## config.mk

```make
export PLATFORM = sky130hd
export DESIGN_NAME = rmc_sentence_filter_checksum
export DESIGN_NICKNAME = d
export VERILOG_FILES = /design/src/rtl/core/rsfc_pkg.sv /design/src/rtl/core/rmc_sentence_filter_checksum.sv /design/src/rtl/core/rsfc_front.sv /design/src/rtl/core/rsfc_back.sv
export SDC_FILE = /design/constraint.sdc
export NUM_CORES = 1
export LEC_CHECK = 0
export BUFFER_PORTS_ARGS = -buffer_cell sky130_fd_sc_hd__buf_2
export CAP_MARGIN = 5
export CORE_MARGIN = 1
export CORE_UTILIZATION = 59
export DETAILED_ROUTE_END_ITERATION = 7
export PLACE_DENSITY = 0.82
export SYNTH_ARGS = -nofsm -noshare
export SYNTH_HDL_FRONTEND = slang
export SYNTH_HIERARCHICAL = 1
export SYNTH_SLANG_ARGS = --single-unit
```

## constraint.sdc

```tcl
create_clock -name clk -period 3.12 [get_ports clk]
set_clock_uncertainty 0.1 [all_clocks]
set_input_delay 0.156 -clock clk [delete_from_list [all_inputs] [get_ports clk]]
set_output_delay 0.156 -clock clk [all_outputs]
set_load 0.1 [all_outputs]
```

## src/rtl/core/rsfc_pkg.sv

```systemverilog
`timescale 1ns / 1ps

package rsfc_pkg;

    localparam int PAYLOAD_DEPTH = 64;
    localparam int PCOUNT_W      = $clog2(PAYLOAD_DEPTH + 1);
    localparam int INDEX_W       = 6;

    localparam int QUEUE_DEPTH   = 2;
    localparam int QPTR_W        = $clog2(QUEUE_DEPTH);
    localparam int QCOUNT_W      = $clog2(QUEUE_DEPTH + 1);

    localparam logic [7:0] CHAR_DOLLAR = 8'h24;
    localparam logic [7:0] CHAR_STAR   = 8'h2A;
    localparam logic [7:0] CHAR_A      = 8'h41;
    localparam logic [7:0] CHAR_ZERO   = 8'h30;

    localparam logic [23:0] SENTENCE_TYPE_RESET = 24'h524D43;

    localparam logic [2:0] HDR_FIRST  = 3'd3;
    localparam logic [2:0] HDR_SECOND = 3'd4;
    localparam logic [2:0] HDR_LAST   = 3'd5;

    typedef enum logic [1:0] {
        ST_PENDING  = 2'd0,
        ST_MATCH    = 2'd1,
        ST_MISMATCH = 2'd2
    } status_t;

    typedef enum logic [6:0] {
        PH_IDLE    = 7'b0000001,
        PH_HEADER  = 7'b0000010,
        PH_SKIP    = 7'b0000100,
        PH_PAYLOAD = 7'b0001000,
        PH_CKHI    = 7'b0010000,
        PH_CKLO    = 7'b0100000,
        PH_IGNORE  = 7'b1000000
    } phase_t;

    typedef struct packed {
        logic [7:0] data;
        logic       is_dollar;
        logic       is_star;
        logic       is_mark;
        logic       hex_ok;
        logic [3:0] hex_val;
    } word_t;

endpackage

```

## src/rtl/core/rmc_sentence_filter_checksum.sv

```systemverilog
`timescale 1ns / 1ps

// sentence filter with checksum check, one received character per word
// input channel: in_valid / in_stall carry rx_byte; output channel:
//   out_valid / out_stall carry status, payload_valid, payload_byte,
//   payload_index and overflow, exactly one output word per input word
// config: cfg_wr_en writes cfg_wr_data as the three-character sentence type
//   (first character in bits 23:16); the user must write it only while no
//   words are in flight, which the block itself does not enforce
// throughput: one word per cycle while out_stall is low; the front classifies
//   characters into a two-entry queue and the back runs the sentence state
//   machine on one queued word per cycle into an output register
// receiver stall: the output register holds, the back stops draining the
//   queue, and in_stall rises once the queue is full; no word is lost
// reset: queue and output register empty, state machine idle, sentence
//   type returns to "RMC"
module rmc_sentence_filter_checksum (
    input  logic                         clk,
    input  logic                         rst_n,
    input  logic                         in_valid,
    output logic                         in_stall,
    input  logic [7:0]                   rx_byte,
    input  logic                         cfg_wr_en,
    input  logic [23:0]                  cfg_wr_data,
    output logic                         out_valid,
    input  logic                         out_stall,
    output logic [1:0]                   status,
    output logic                         payload_valid,
    output logic [7:0]                   payload_byte,
    output logic [rsfc_pkg::INDEX_W-1:0] payload_index,
    output logic                         overflow
);
    import rsfc_pkg::*;

    logic  q_valid;
    logic  pop;
    word_t q_word;

    rsfc_front u_front (
        .clk      (clk),
        .rst_n    (rst_n),
        .in_valid (in_valid),
        .in_stall (in_stall),
        .rx_byte  (rx_byte),
        .pop      (pop),
        .q_valid  (q_valid),
        .q_word   (q_word)
    );

    rsfc_back u_back (
        .clk           (clk),
        .rst_n         (rst_n),
        .cfg_wr_en     (cfg_wr_en),
        .cfg_wr_data   (cfg_wr_data),
        .q_valid       (q_valid),
        .q_word        (q_word),
        .pop           (pop),
        .out_valid     (out_valid),
        .out_stall     (out_stall),
        .status        (status),
        .payload_valid (payload_valid),
        .payload_byte  (payload_byte),
        .payload_index (payload_index),
        .overflow      (overflow)
    );

endmodule

```

## src/rtl/core/rsfc_front.sv

```systemverilog
`timescale 1ns / 1ps

module rsfc_front (
    input  logic          clk,
    input  logic          rst_n,
    input  logic          in_valid,
    output logic          in_stall,
    input  logic [7:0]    rx_byte,
    input  logic          pop,
    output logic          q_valid,
    output rsfc_pkg::word_t q_word
);
    import rsfc_pkg::*;

    word_t                cls;
    word_t                q_mem_reg [QUEUE_DEPTH];
    logic [QPTR_W-1:0]    wr_ptr_reg;
    logic [QPTR_W-1:0]    wr_ptr_next;
    logic [QPTR_W-1:0]    rd_ptr_reg;
    logic [QPTR_W-1:0]    rd_ptr_next;
    logic [QCOUNT_W-1:0]  count_reg;
    logic [QCOUNT_W-1:0]  count_next;
    logic                 push;
    logic                 do_pop;

    // character classification
    always_comb
    begin
        cls.data      = rx_byte;
        cls.is_dollar = (rx_byte == CHAR_DOLLAR);
        cls.is_star   = (rx_byte == CHAR_STAR);
        cls.is_mark   = (rx_byte == CHAR_A);
        cls.hex_ok    = 1'b0;
        cls.hex_val   = 4'd0;
        if (rx_byte inside {[8'h30:8'h39]})
        begin
            cls.hex_ok  = 1'b1;
            cls.hex_val = 4'(rx_byte - CHAR_ZERO);
        end
        else if (rx_byte inside {[8'h41:8'h46]})
        begin
            cls.hex_ok  = 1'b1;
            cls.hex_val = 4'(rx_byte - 8'h37);
        end
        else if (rx_byte inside {[8'h61:8'h66]})
        begin
            cls.hex_ok  = 1'b1;
            cls.hex_val = 4'(rx_byte - 8'h57);
        end
    end

    assign in_stall = (count_reg == QCOUNT_W'(QUEUE_DEPTH));
    assign push     = in_valid && !in_stall;
    assign q_valid  = (count_reg != '0);
    assign do_pop   = pop && q_valid;
    assign q_word   = q_mem_reg[rd_ptr_reg];

    always_comb
    begin
        wr_ptr_next = push ? wr_ptr_reg + 1'b1 : wr_ptr_reg;
        rd_ptr_next = do_pop ? rd_ptr_reg + 1'b1 : rd_ptr_reg;
        count_next  = count_reg;
        if (push && !do_pop)
        begin
            count_next = count_reg + 1'b1;
        end
        else if (do_pop && !push)
        begin
            count_next = count_reg - 1'b1;
        end
    end

    always_ff @(posedge clk or negedge rst_n)
    begin
        if (!rst_n)
        begin
            wr_ptr_reg <= '0;
            rd_ptr_reg <= '0;
            count_reg  <= '0;
        end
        else
        begin
            wr_ptr_reg <= wr_ptr_next;
            rd_ptr_reg <= rd_ptr_next;
            count_reg  <= count_next;
        end
    end

    always_ff @(posedge clk)
    begin
        if (push)
        begin
            q_mem_reg[wr_ptr_reg] <= cls;
        end
    end

endmodule

```

## src/rtl/core/rsfc_back.sv

```systemverilog
`timescale 1ns / 1ps

module rsfc_back (
    input  logic                        clk,
    input  logic                        rst_n,
    input  logic                        cfg_wr_en,
    input  logic [23:0]                 cfg_wr_data,
    input  logic                        q_valid,
    input  rsfc_pkg::word_t             q_word,
    output logic                        pop,
    output logic                        out_valid,
    input  logic                        out_stall,
    output logic [1:0]                  status,
    output logic                        payload_valid,
    output logic [7:0]                  payload_byte,
    output logic [rsfc_pkg::INDEX_W-1:0] payload_index,
    output logic                        overflow
);
    import rsfc_pkg::*;

    logic [23:0]         stype_reg;
    phase_t              phase_reg,   phase_next;
    logic [2:0]          hcount_reg,  hcount_next;
    logic                tmatch_reg,  tmatch_next;
    logic [7:0]          xor_reg,     xor_next;
    logic [PCOUNT_W-1:0] pcount_reg,  pcount_next;
    logic                ovf_reg,     ovf_next;
    logic [3:0]          ckhi_reg,    ckhi_next;

    logic                out_valid_reg;
    status_t             status_reg,  status_next;
    logic                pvalid_reg,  pvalid_next;
    logic [7:0]          pbyte_reg,   pbyte_next;
    logic [INDEX_W-1:0]  pindex_reg,  pindex_next;
    logic                ovf_out_reg;

    logic                advance;
    logic [7:0]          want;

    assign advance = !out_valid_reg || !out_stall;
    assign pop     = advance && q_valid;

    always_comb
    begin
        phase_next  = phase_reg;
        hcount_next = hcount_reg;
        tmatch_next = tmatch_reg;
        xor_next    = xor_reg;
        pcount_next = pcount_reg;
        ovf_next    = ovf_reg;
        ckhi_next   = ckhi_reg;
        status_next = ST_PENDING;
        pvalid_next = 1'b0;
        pbyte_next  = 8'd0;
        pindex_next = '0;
        want        = 8'd0;

        if (q_word.is_dollar)
        begin
            phase_next  = PH_HEADER;
            hcount_next = 3'd0;
            tmatch_next = 1'b1;
            xor_next    = 8'd0;
            pcount_next = '0;
            ovf_next    = 1'b0;
            ckhi_next   = 4'd0;
        end
        else
        begin
            case (phase_reg)
                PH_HEADER:
                begin
                    if (q_word.is_star)
                    begin
                        phase_next = PH_IGNORE;
                    end
                    else
                    begin
                        xor_next    = xor_reg ^ q_word.data;
                        hcount_next = hcount_reg + 3'd1;
                        case (hcount_next)
                            HDR_FIRST:  want = stype_reg[23:16];
                            HDR_SECOND: want = stype_reg[15:8];
                            default:    want = stype_reg[7:0];
                        endcase
                        if (hcount_next inside {[HDR_FIRST:HDR_LAST]})
                        begin
                            if (want != q_word.data)
                            begin
                                tmatch_next = 1'b0;
                            end
                            if (hcount_next == HDR_LAST)
                            begin
                                phase_next = tmatch_next ? PH_SKIP : PH_IGNORE;
                            end
                        end
                    end
                end
                PH_SKIP:
                begin
                    if (q_word.is_star)
                    begin
                        phase_next = PH_IGNORE;
                    end
                    else
                    begin
                        xor_next = xor_reg ^ q_word.data;
                        if (q_word.is_mark)
                        begin
                            phase_next  = PH_PAYLOAD;
                            pcount_next = '0;
                        end
                    end
                end
                PH_PAYLOAD:
                begin
                    if (pcount_reg < PCOUNT_W'(PAYLOAD_DEPTH))
                    begin
                        pvalid_next = 1'b1;
                        pbyte_next  = q_word.data;
                        pindex_next = pcount_reg[INDEX_W-1:0];
                        pcount_next = pcount_reg + 1'b1;
                    end
                    else
                    begin
                        ovf_next = 1'b1;
                    end
                    if (q_word.is_star)
                    begin
                        phase_next = PH_CKHI;
                    end
                    else
                    begin
                        xor_next = xor_reg ^ q_word.data;
                    end
                end
                PH_CKHI:
                begin
                    if (!q_word.hex_ok)
                    begin
                        status_next = ST_MISMATCH;
                        phase_next  = PH_IDLE;
                    end
                    else
                    begin
                        ckhi_next  = q_word.hex_val;
                        phase_next = PH_CKLO;
                    end
                end
                PH_CKLO:
                begin
                    if (q_word.hex_ok && ({ckhi_reg, q_word.hex_val} == xor_reg))
                    begin
                        status_next = ST_MATCH;
                    end
                    else
                    begin
                        status_next = ST_MISMATCH;
                    end
                    phase_next = PH_IDLE;
                end
                default:
                begin
                    phase_next = phase_reg;
                end
            endcase
        end
    end

    always_ff @(posedge clk or negedge rst_n)
    begin
        if (!rst_n)
        begin
            stype_reg     <= SENTENCE_TYPE_RESET;
            phase_reg     <= PH_IDLE;
            hcount_reg    <= 3'd0;
            tmatch_reg    <= 1'b1;
            xor_reg       <= 8'd0;
            pcount_reg    <= '0;
            ovf_reg       <= 1'b0;
            ckhi_reg      <= 4'd0;
            out_valid_reg <= 1'b0;
        end
        else
        begin
            if (cfg_wr_en)
            begin
                stype_reg <= cfg_wr_data;
            end
            if (pop)
            begin
                phase_reg  <= phase_next;
                hcount_reg <= hcount_next;
                tmatch_reg <= tmatch_next;
                xor_reg    <= xor_next;
                pcount_reg <= pcount_next;
                ovf_reg    <= ovf_next;
                ckhi_reg   <= ckhi_next;
            end
            if (advance)
            begin
                out_valid_reg <= q_valid;
            end
        end
    end

    always_ff @(posedge clk)
    begin
        if (pop)
        begin
            status_reg  <= status_next;
            pvalid_reg  <= pvalid_next;
            pbyte_reg   <= pbyte_next;
            pindex_reg  <= pindex_next;
            ovf_out_reg <= ovf_next;
        end
    end

    assign out_valid     = out_valid_reg;
    assign status        = status_reg;
    assign payload_valid = pvalid_reg;
    assign payload_byte  = pbyte_reg;
    assign payload_index = pindex_reg;
    assign overflow      = ovf_out_reg;

endmodule

```

**After elaboration in Yosys (flattened, before gate mapping)**

Memory sizes are Yosys's and may differ from the RTL's.
Cells that the tools add are included.

- Bits in writable memories: 32
- Logic and storage cells: 146
- ROM bits: 0
- Memories: 1
- Output and inout bits: 20
- Input port bits: 37
- Flip-flop bits (word level): 78
- Latch bits: 0

Memories:

| name | depth | bits a word | rd ports | clocked after memory_dff | wr ports | line | text |
|---|---|---|---|---|---|---|---|
| u_front.q_mem_reg | 2 | 16 | 1 | 0 | 1 | rsfc_front.sv:16 | `word_t q_mem_reg [QUEUE_DEPTH];` |

- Shift operators: 0
- Eq/ne operators: 22
- Multiplexer cells: 51
- Div/mod/pow operators: 0
- Multiply operators: 0
- Magnitude comparators: 9
- Bitwise logic cells: 3
- Reduce and logical (&&, ||, !) cells: 34
- Add/subtract/negate cells: 9

Operator list:

| cell | number |
|---|---|
| $mux 7 | 12 |
| $mux 8 | 6 |
| $pmux 7 s5 | 1 |
| $eq 8x6->1 const B | 2 |
| $ge 8x7->1 const B | 2 |
| $le 8x7->1 const B | 2 |
| $pmux 8 s2 | 1 |
| $mux 1 | 15 |
| $mux 5 | 3 |
| $pmux 7 s2 | 1 |
| $reduce_bool 2->1 | 7 |
| $mux 4 | 3 |
| $logic_and 1x1->1 | 10 |
| $mux 3 | 3 |
| $ne 3x3->1 const B | 3 |
| $reduce_and 3->1 | 3 |
| $eq 8x7->1 const B | 1 |
| $eq 8x8->1 | 1 |
| $ge 8x6->1 const B | 1 |
| $le 8x6->1 const B | 1 |
| $mux 2 | 4 |
| $ne 4x3->1 const B | 2 |
| $ne 8x8->1 | 1 |
| $sub 4x3->4 const B | 2 |
| other kinds (33) | 41 |

**Longest topological paths before layout**

Gate-level depths: netlist of the first run.

- Depth after elaboration: 18
- Gate-level depth with buffers: 9
- Mapped depth without buffers: 8

**Hierarchy**

The synthesis of the first run kept the hierarchy.

By module, submodules not included:

| module | cells each | times used | area an instance (um^2) | seq. area each (um^2) |
|---|---|---|---|---|
| rsfc_back | 340 | 1 | 3756.1 | 1956.9 |
| rsfc_front | 99 | 1 | 1586.5 | 1061.0 |

**Least setup slack after synthesis of the first run**

Ideal clock, no wire load.

- Path type: register to register
- From: register u_front.rd_ptr_reg
- To: register u_back.pbyte_reg[1], in the netlist u_back/payload_byte[1], data pin
- Path buffers: 5
- Clock period less this slack: 2.566 ns
- Required time: 2.889 ns
- Arrival: 2.335 ns
- Path slack: 0.554 ns
- Library setup time: 0.131 ns
- Cell stages (with the launch flop): 10
- Cells stage by stage: dfrtp_1 -> clkbuf_1 -> buf_2 -> mux2_2 -> clkbuf_1 -> or3_1 -> clkbuf_1 -> nor2_1 -> clkbuf_1 -> and2_1

RTL lines:

| what | line | text |
|---|---|---|
| from (decl) | rsfc_front.sv:19 | `logic [QPTR_W-1:0] rd_ptr_reg;` |
| from (signal assigned) | rsfc_front.sv:84 | `rd_ptr_reg <= rd_ptr_next;` |
| to (signal assigned) | rsfc_back.sv:213 | `pbyte_reg <= pbyte_next;` |
| to (decl) | rsfc_back.sv:33 | `logic [7:0] pbyte_reg, pbyte_next;` |

**Worst setup path after layout of the first run**

- From: register u_back.hcount_reg[1]
- To: register u_back.phase_reg[6]

- Cells in the longest elaborated chain, start to end: 18
- Elaborated cells on any way between the ends: 26
- Those cells by class: 1 x add/sub; 2 x order compare; 6 x eq/ne; 15 x mux; 2 x reduce/logical

Ends and longest elaborated chain:

| what | line | text |
|---|---|---|
| from (decl) | rsfc_back.sv:23 | `logic [2:0] hcount_reg, hcount_next;` |
| from (signal assigned) | rsfc_back.sv:193 | `hcount_reg <= hcount_next;` |
| $add 3x1->3 * | rsfc_back.sv:80 | `hcount_next = hcount_reg + 3'd1;` |
| $eq 3x3->1 / $eq 3x2->1 (equally long branches) | rsfc_back.sv:81 | `case (hcount_next)` |
| $pmux 8 s2 | rsfc_back.sv:81 |  |
| $mux 8 | rsfc_back.sv:73 | `if (q_word.is_star)` |
| $mux 8 | rsfc_back.sv:70 | `case (phase_reg)` |
| $mux 8 | rsfc_back.sv:58 | `if (q_word.is_dollar)` |
| $ne 8x8->1 | rsfc_back.sv:88 | `if (want != q_word.data)` |
| $mux 1 | rsfc_back.sv:88 |  |
| [2 not listed] | - |  |
| $mux 1 | rsfc_back.sv:70 |  |
| $mux 1 | rsfc_back.sv:58 |  |
| $mux 7 | rsfc_back.sv:94 | `phase_next = tmatch_next ? PH_SKIP : PH_IGNORE;` |
| $mux 7 | rsfc_back.sv:92 | `if (hcount_next == HDR_LAST)` |
| $mux 7 | rsfc_back.sv:86 | `if (hcount_next inside {[HDR_FIRST:HDR_LAST]})` |
| $mux 7 | rsfc_back.sv:73 |  |
| $pmux 7 s5 | rsfc_back.sv:70 |  |
| $mux 7 | rsfc_back.sv:58 |  |
| to (signal assigned) | rsfc_back.sv:192 | `phase_reg <= phase_next;` |
| to (decl) | rsfc_back.sv:22 | `phase_t phase_reg, phase_next;` |

Mark *: on every way between the ends. The rest lies on a longest branch, timed or not. The select of a mux whose other input is x is not followed.
A chain may end at the register's enable or synchronous reset.

==> impl_metrics.ini, run 1 <==
[cts]
clock_path_buffers = 2
clock_sinks = 110
post_cts_resize_count = 0
cts_made_buffers = 9
h-tree-depth = 3
cts_tree = yes
clockRootBuffer = clkbuf_8
path_clk_slew_ns = 0.10
clk_latency_ns = 0.39

[global_routing]
antenna_found_initial = 0
grt_pass1_wl_mm = 19.0
grt_usage_pct = 25.7
grt_pass1_vias = 3893
grt_max_degree = 61
grt-ovfl-total = 0

[die]
die_w_um = 97.2
num_rows = 34
ios = 57
start_util_pct = 61.0
core_mm2 = 0.00876
dieArea_mm2 = 0.00944
die_y_um = 97.2

[job]
maxCapViolations = 0

[layout]
fillers = 594
diodes = 0
largest_register_ffs = 32
layout-drive-gt1-share_pct = 25.5
multiInputGateArea_mm2 = 0.00219
fin_util_pct = 71.5
nets = 575
seq_area_mm2 = 0.00302
fin_area_mm2 = 0.00627
area_growth_pct = 17.3
fin_cells = 641

[route]
wl_mm = 11.4
drc = 0
antenna_left = 0
drt_first_pass_iters = 6
wl_per_cell_um = 17.8
viasPerCell = 6.02
vias = 3860
initialDrtViolationCount = 275

[pwr]
power_density_mw_per_mm2 = 819
swShare_pct = 43.4
p_comb_share_pct = 42.2
pwr-share-seq_pct = 40.3
intPower_w = 0.00290
clock_power_share_pct = 17.4
p_switching_w = 0.00223
ir_worst_vdd_uv = 536
p_leak_nw = 2.62

[yosys]
synth_nets = 486
ys_seq_area_share_pct = 56.5
synth_flop_cell = edfxtp_1
synthCells = 439
yosys.area.top_type_share_pct = 28.1
yosys.area.top_type = edfxtp_1
synth.distinct_cells = 66
synthesis.area_mm2 = 0.00534
async_flop_share_pct = 54.5
ys_ff_latch = 110
ys.warnings.count = 6
synthTopCellsByArea = edfxtp_1, dfrtp_1, mux2_2
synth_edf_count = 50
synth_area_per_cell_um2 = 12.2

[sta]
slew_viol_final = 0
setup_ws_ns = 0.320
slew_headroom_pct = 47.2
fmax_mhz = 357
rsz0062_at_grt = false
timing.final.crit_share_pct = 89.8
worst_slew_pin_slew_ns = 0.784
setup_viol_count_final = 0
min_period_ns = 2.80
tns_ns = 0
hold_violations = 0

[placement]
finalWeightedCongestion = 0.937
placed_cell_area_mm2 = 0.00571
dp.cells = 590
hpwl_mm = 7.65
io_buffers = 56
place_ws_ns = 0.394

[worst_setup_path]
arrival_ns = 2.99
startpoint = u_back/hcount_reg[1]
crit_path_start_kind = flip-flop
r2r_start = u_back/hcount_reg[1]
crit_type = flip-flop to flip-flop
r2r-end = u_back/phase_reg[6]
critPathBufInv = 0
path_cells = ha_1, and4bb_1, a22o_1, or3_4, a2111oi_4, nand4_1, a21bo_1
cp_num_cells = 7
reg2reg_depth = 7
endpoint_kind = flip-flop
cpMaxStageDelayCell = dfrtp_1
cp.required_ns = 3.31
crit_end = u_back/phase_reg[6]
slowest_delay_ns = 0.48
crit_family = simple AND/OR/NAND/NOR gates
regToRegSetupSlack_ns = 0.32
crit_fanout = 9

[hold_path]
hold_class = primary input to flip-flop

[run_status]
status = finished, final reports clean
## logic make-up after synthesis
logic type / share of synthesized area [%]
flops: 56.5
mux: 8.83
fa+ha+maj: 2.34
buf+inv: 2.51
simple gates: 14.0
xor+xnor: 4.26
compound gates: 11.6
## how the worst min path moves through the flow
stage / start / end / slack, ns / cells after the start
3_5_place_dp: rst_n / u_back/stype_reg[2] / 0.27 / 2
4_1_cts: cfg_wr_en / u_back/stype_reg[1] / 0.25 / 2
3_3_place_gp: rst_n / u_back/stype_reg[19] / 0.26 / 2
5_1_grt: cfg_wr_en / u_back/stype_reg[11] / 0.29 / 2
2_1_floorplan: rst_n / u_back/ckhi_reg[0] / -0.24 / 0
6_report: cfg_wr_en / u_back/stype_reg[23] / 0.27 / 2
## Yosys cell counts (3+ instances only)
master,n
a211oi_1,3
a21oi_1,11
a22o_1,6
a22oi_1,6
and2_1,14
and3_1,8
and3b_1,3
clkbuf_1,12
dfrtp_1,48
dfstp_2,12
edfxtp_1,50
ha_1,10
inv_1,14
mux2_2,41
nand2_1,31
nand2b_1,8
nand3_1,8
nand4_1,5
nor2_1,25
nor2b_1,4
nor3_1,8
nor4_1,4
o21ai_0,17
o22a_1,3
o31ai_1,5
o32ai_1,4
xnor2_1,10
xor2_1,16
## metrics by stage
step,hold slack (ns),power [W]
5_1_grt,0.286,0.00538
3_3_place_gp,0.256,0.00414
3_5_place_dp,0.270,0.00420
2_1_floorplan,-0.240,0.00373
6_report,0.274,0.00513
4_1_cts,0.248,0.00513
## final cells by class
class | count | area share [%]
clock inverters | 6 | 1.24
multi-input cells | 297 | 35.0
well taps | 108 | 2.16
flip-flops and latches | 110 | 48.2
clock buffers | 10 | 2.04
inverters | 15 | 0.899
repair buffers | 95 | 10.5
## power by group through the flow
stage,Combinational (W),Clock [W],Sequential (W)
final,0.00217,0.000893,0.00207
after floorplan,0.00113,0,0.00260
after global placement,0.00207,0,0.00208
after global routing,0.00232,0.000960,0.00210
after detailed placement,0.00211,0,0.00209
after CTS,0.00216,0.000913,0.00207
## timing repair
item,CTS,global route
hold endpoints to repair,90,0
hold buffers,35,0
setup endpoints to repair,0,0
setup buffers,0,0
## placed cells by master (no fill, tap or decap), types with 5 or more instances in the layout
cell type and count:
o31ai_1 5, nor3_1 8, a21oi_1 11, nand2b_1 8
nand3_1 8, buf_2 56, edfxtp_1 50, a22o_1 6
mux2_2 41, nand4_1 5, and3_1 8, ha_1 10
dlygate4sd3_1 35, inv_1 14, clkbuf_8 9, dfstp_2 12
and2_1 14, nand2_1 31, nor2_1 25, a22oi_1 6
o21ai_0 17, xnor2_1 10, dfrtp_1 48, xor2_1 16
## routing by layer
| layer | track usage (%) | up-vias | wire length (um) |
|---|---|---|---|
| met3 | 5.76 | 28 | 668 |
| met1 | 32.3 | 1886 | 4590 |
| li1 | - | 1790 | - |
| met5 | 0 | - | 0 |
| met2 | 43.3 | 156 | 5890 |
| met4 | 10.3 | 0 | 288 |
No activity file was read; power rests on OpenSTA's default activity.
==> run 2: changes to the inputs <==
--- a/config.mk
+++ b/config.mk
@@ -7,6 +7,7 @@
 export LEC_CHECK = 0
 export BUFFER_PORTS_ARGS = -buffer_cell sky130_fd_sc_hd__buf_2
 export CAP_MARGIN = 5
+export CORE_ASPECT_RATIO = 1.4
 export CORE_MARGIN = 1
 export CORE_UTILIZATION = 59
 export DETAILED_ROUTE_END_ITERATION = 7
==> run 2 against run 1 <==
Worst hold slack worse by 0.25 ns. Highest routed layer unchanged. Combinational power hardly changed. First-iteration DRC count is 46% higher. Critical path type unchanged. Sequential power hardly changed.
==> impl_metrics.ini, run 2 (synthesis gave the netlist of run 1 again) <==
[die]
start_util_pct = 61.4
ios = 57
core_mm2 = 0.00871
die_y_um = 115
dieArea_mm2 = 0.00945
die_w_um = 82.4
num_rows = 40

[placement]
place_ws_ns = 0.420
hpwl_mm = 7.88
io_buffers = 56
finalWeightedCongestion = 0.973

[worst_setup_path]
cpMaxStageDelayCell = dfrtp_1
slowest_delay_ns = 0.47
crit_type = flip-flop to flip-flop
path_cells = ha_1, and4bb_1, a22o_1, or3_4, a2111oi_4, nand4_1, a21bo_1
endpoint_kind = flip-flop
crit_fanout = 9
critPathBufInv = 0
crit_family = simple AND/OR/NAND/NOR gates
cp.required_ns = 3.26
regToRegSetupSlack_ns = 0.29
crit_path_start_kind = flip-flop
arrival_ns = 2.97

[layout]
layout-drive-gt1-share_pct = 25.9
fillers = 564
nets = 574
final_common_cell = buf_2
area_growth_pct = 19.0
largest_register_ffs = 32
final_cell_mix = buf_2, edfxtp_1, dfrtp_1
diodes = 0

[pwr]
pwr-share-seq_pct = 38.3
p_comb_share_pct = 39.9
ir_worst_vdd_uv = 809
clock_power_share_pct = 21.8
power_w = 0.00548
p_leak_nw = 2.68
swShare_pct = 41.3
intPower_w = 0.00322
p_switching_w = 0.00226
power_density_mw_per_mm2 = 862

[global_routing]
antenna_found_initial = 0
grt_pass1_wl_mm = 20.9
grt_max_degree = 33
grt_pass1_vias = 4195
grt_usage_pct = 30.3
grt-ovfl-total = 0

[route]
vias = 3999
initialDrtViolationCount = 402
drt_first_pass_iters = 5
antenna_left = 0
drc = 0
wl_mm = 12.7
viasPerCell = 6.28
wl_per_cell_um = 19.9

[cts]
clockRootBuffer = clkbuf_16
post_cts_resize_count = 0
clock_sinks = 110
h-tree-depth = 3
path_clk_slew_ns = 0.07
clock_path_buffers = 2
cts_made_buffers = 9
clk_latency_ns = 0.35
cts_tree = yes

[sta]
hold_violations = 0
rsz0062_at_grt = false
slew_viol_final = 0
worst_slew_pin_slew_ns = 0.770
setup_ws_ns = 0.292
fmax_mhz = 354
timing.final.crit_share_pct = 90.6
slew_headroom_pct = 48.7
hold_ws_ns = 0.0263
setup_viol_count_final = 0
tns_ns = 0
min_period_ns = 2.83

[hold_path]
hold_class = primary input to flip-flop

[run_status]
status = finished, final reports clean

[job]
maxCapViolations = 0
-- run 2: layout make-up --
type                            instances  area, um2  area share [%]
Clock buffer                           15        310            4.88
Clock inverter                          1       8.76           0.138
Inverter                               15       56.3           0.885
Multi-Input combinational cell        297       2190            34.5
Sequential cell                       110       3020            47.5
Tap cell                              105        131            2.07
Timing Repair Buffer                   94        643            10.1
-- run 2: worst paths after layout --
path                                 startpoint                 endpoint  depth (start not counted)
setup reg to reg           u_back/hcount_reg[1]      u_back/phase_reg[6]                          7
min in group asynchronous                 rst_n     u_back/stype_reg[19]                          2
setup / recovery           u_back/hcount_reg[1]      u_back/phase_reg[6]                          7
max in group asynchronous                 rst_n        u_back/tmatch_reg                          3
hold reg to reg                  u_back/ovf_reg           u_back/ovf_reg                          2
hold / removal                       rx_byte[1]  u_front/q_mem_reg[0][9]                          1
-- run 2: routing by layer --
metal  part of all wire [%]  up-vias  global-route usage [%]
met5                      0        -                       0
met3                    5.9       71                    6.93
met1                     35     1919                    32.6
li1                       -     1792                       -
met4                    5.7        0                    18.9
met2                     53      217                    52.3
-- run 2: metrics by stage --
stage / cell area (um2) / std cells / util (%)
after floorplan: 5340 / 439 / -
after global placement: 5730 / 590 / 65.8
after detailed placement: 5730 / 590 / 65.8
after CTS: 6360 / 637 / 73.0
after global routing: 6360 / 637 / 73.0
final: 6360 / 637 / 73.0
-- run 2: power by group through the flow --
| stage | Combinational, W | Sequential (W) | Clock, W |
|---|---|---|---|
| finish | 0.00219 | 0.00210 | 0.00119 |
| global route | 0.00232 | 0.00214 | 0.00127 |
| CTS | 0.00215 | 0.00209 | 0.00120 |
| detailed placement | 0.00210 | 0.00211 | 0 |
| global placement | 0.00204 | 0.00210 | 0 |
| floorplan | 0.00113 | 0.00260 | 0 |
-- run 2: timing repair --
item / in CTS / in global routing
setup buffers: 0 / 0
hold buffers: 31 / 0
hold endpoints to repair: 53 / 0
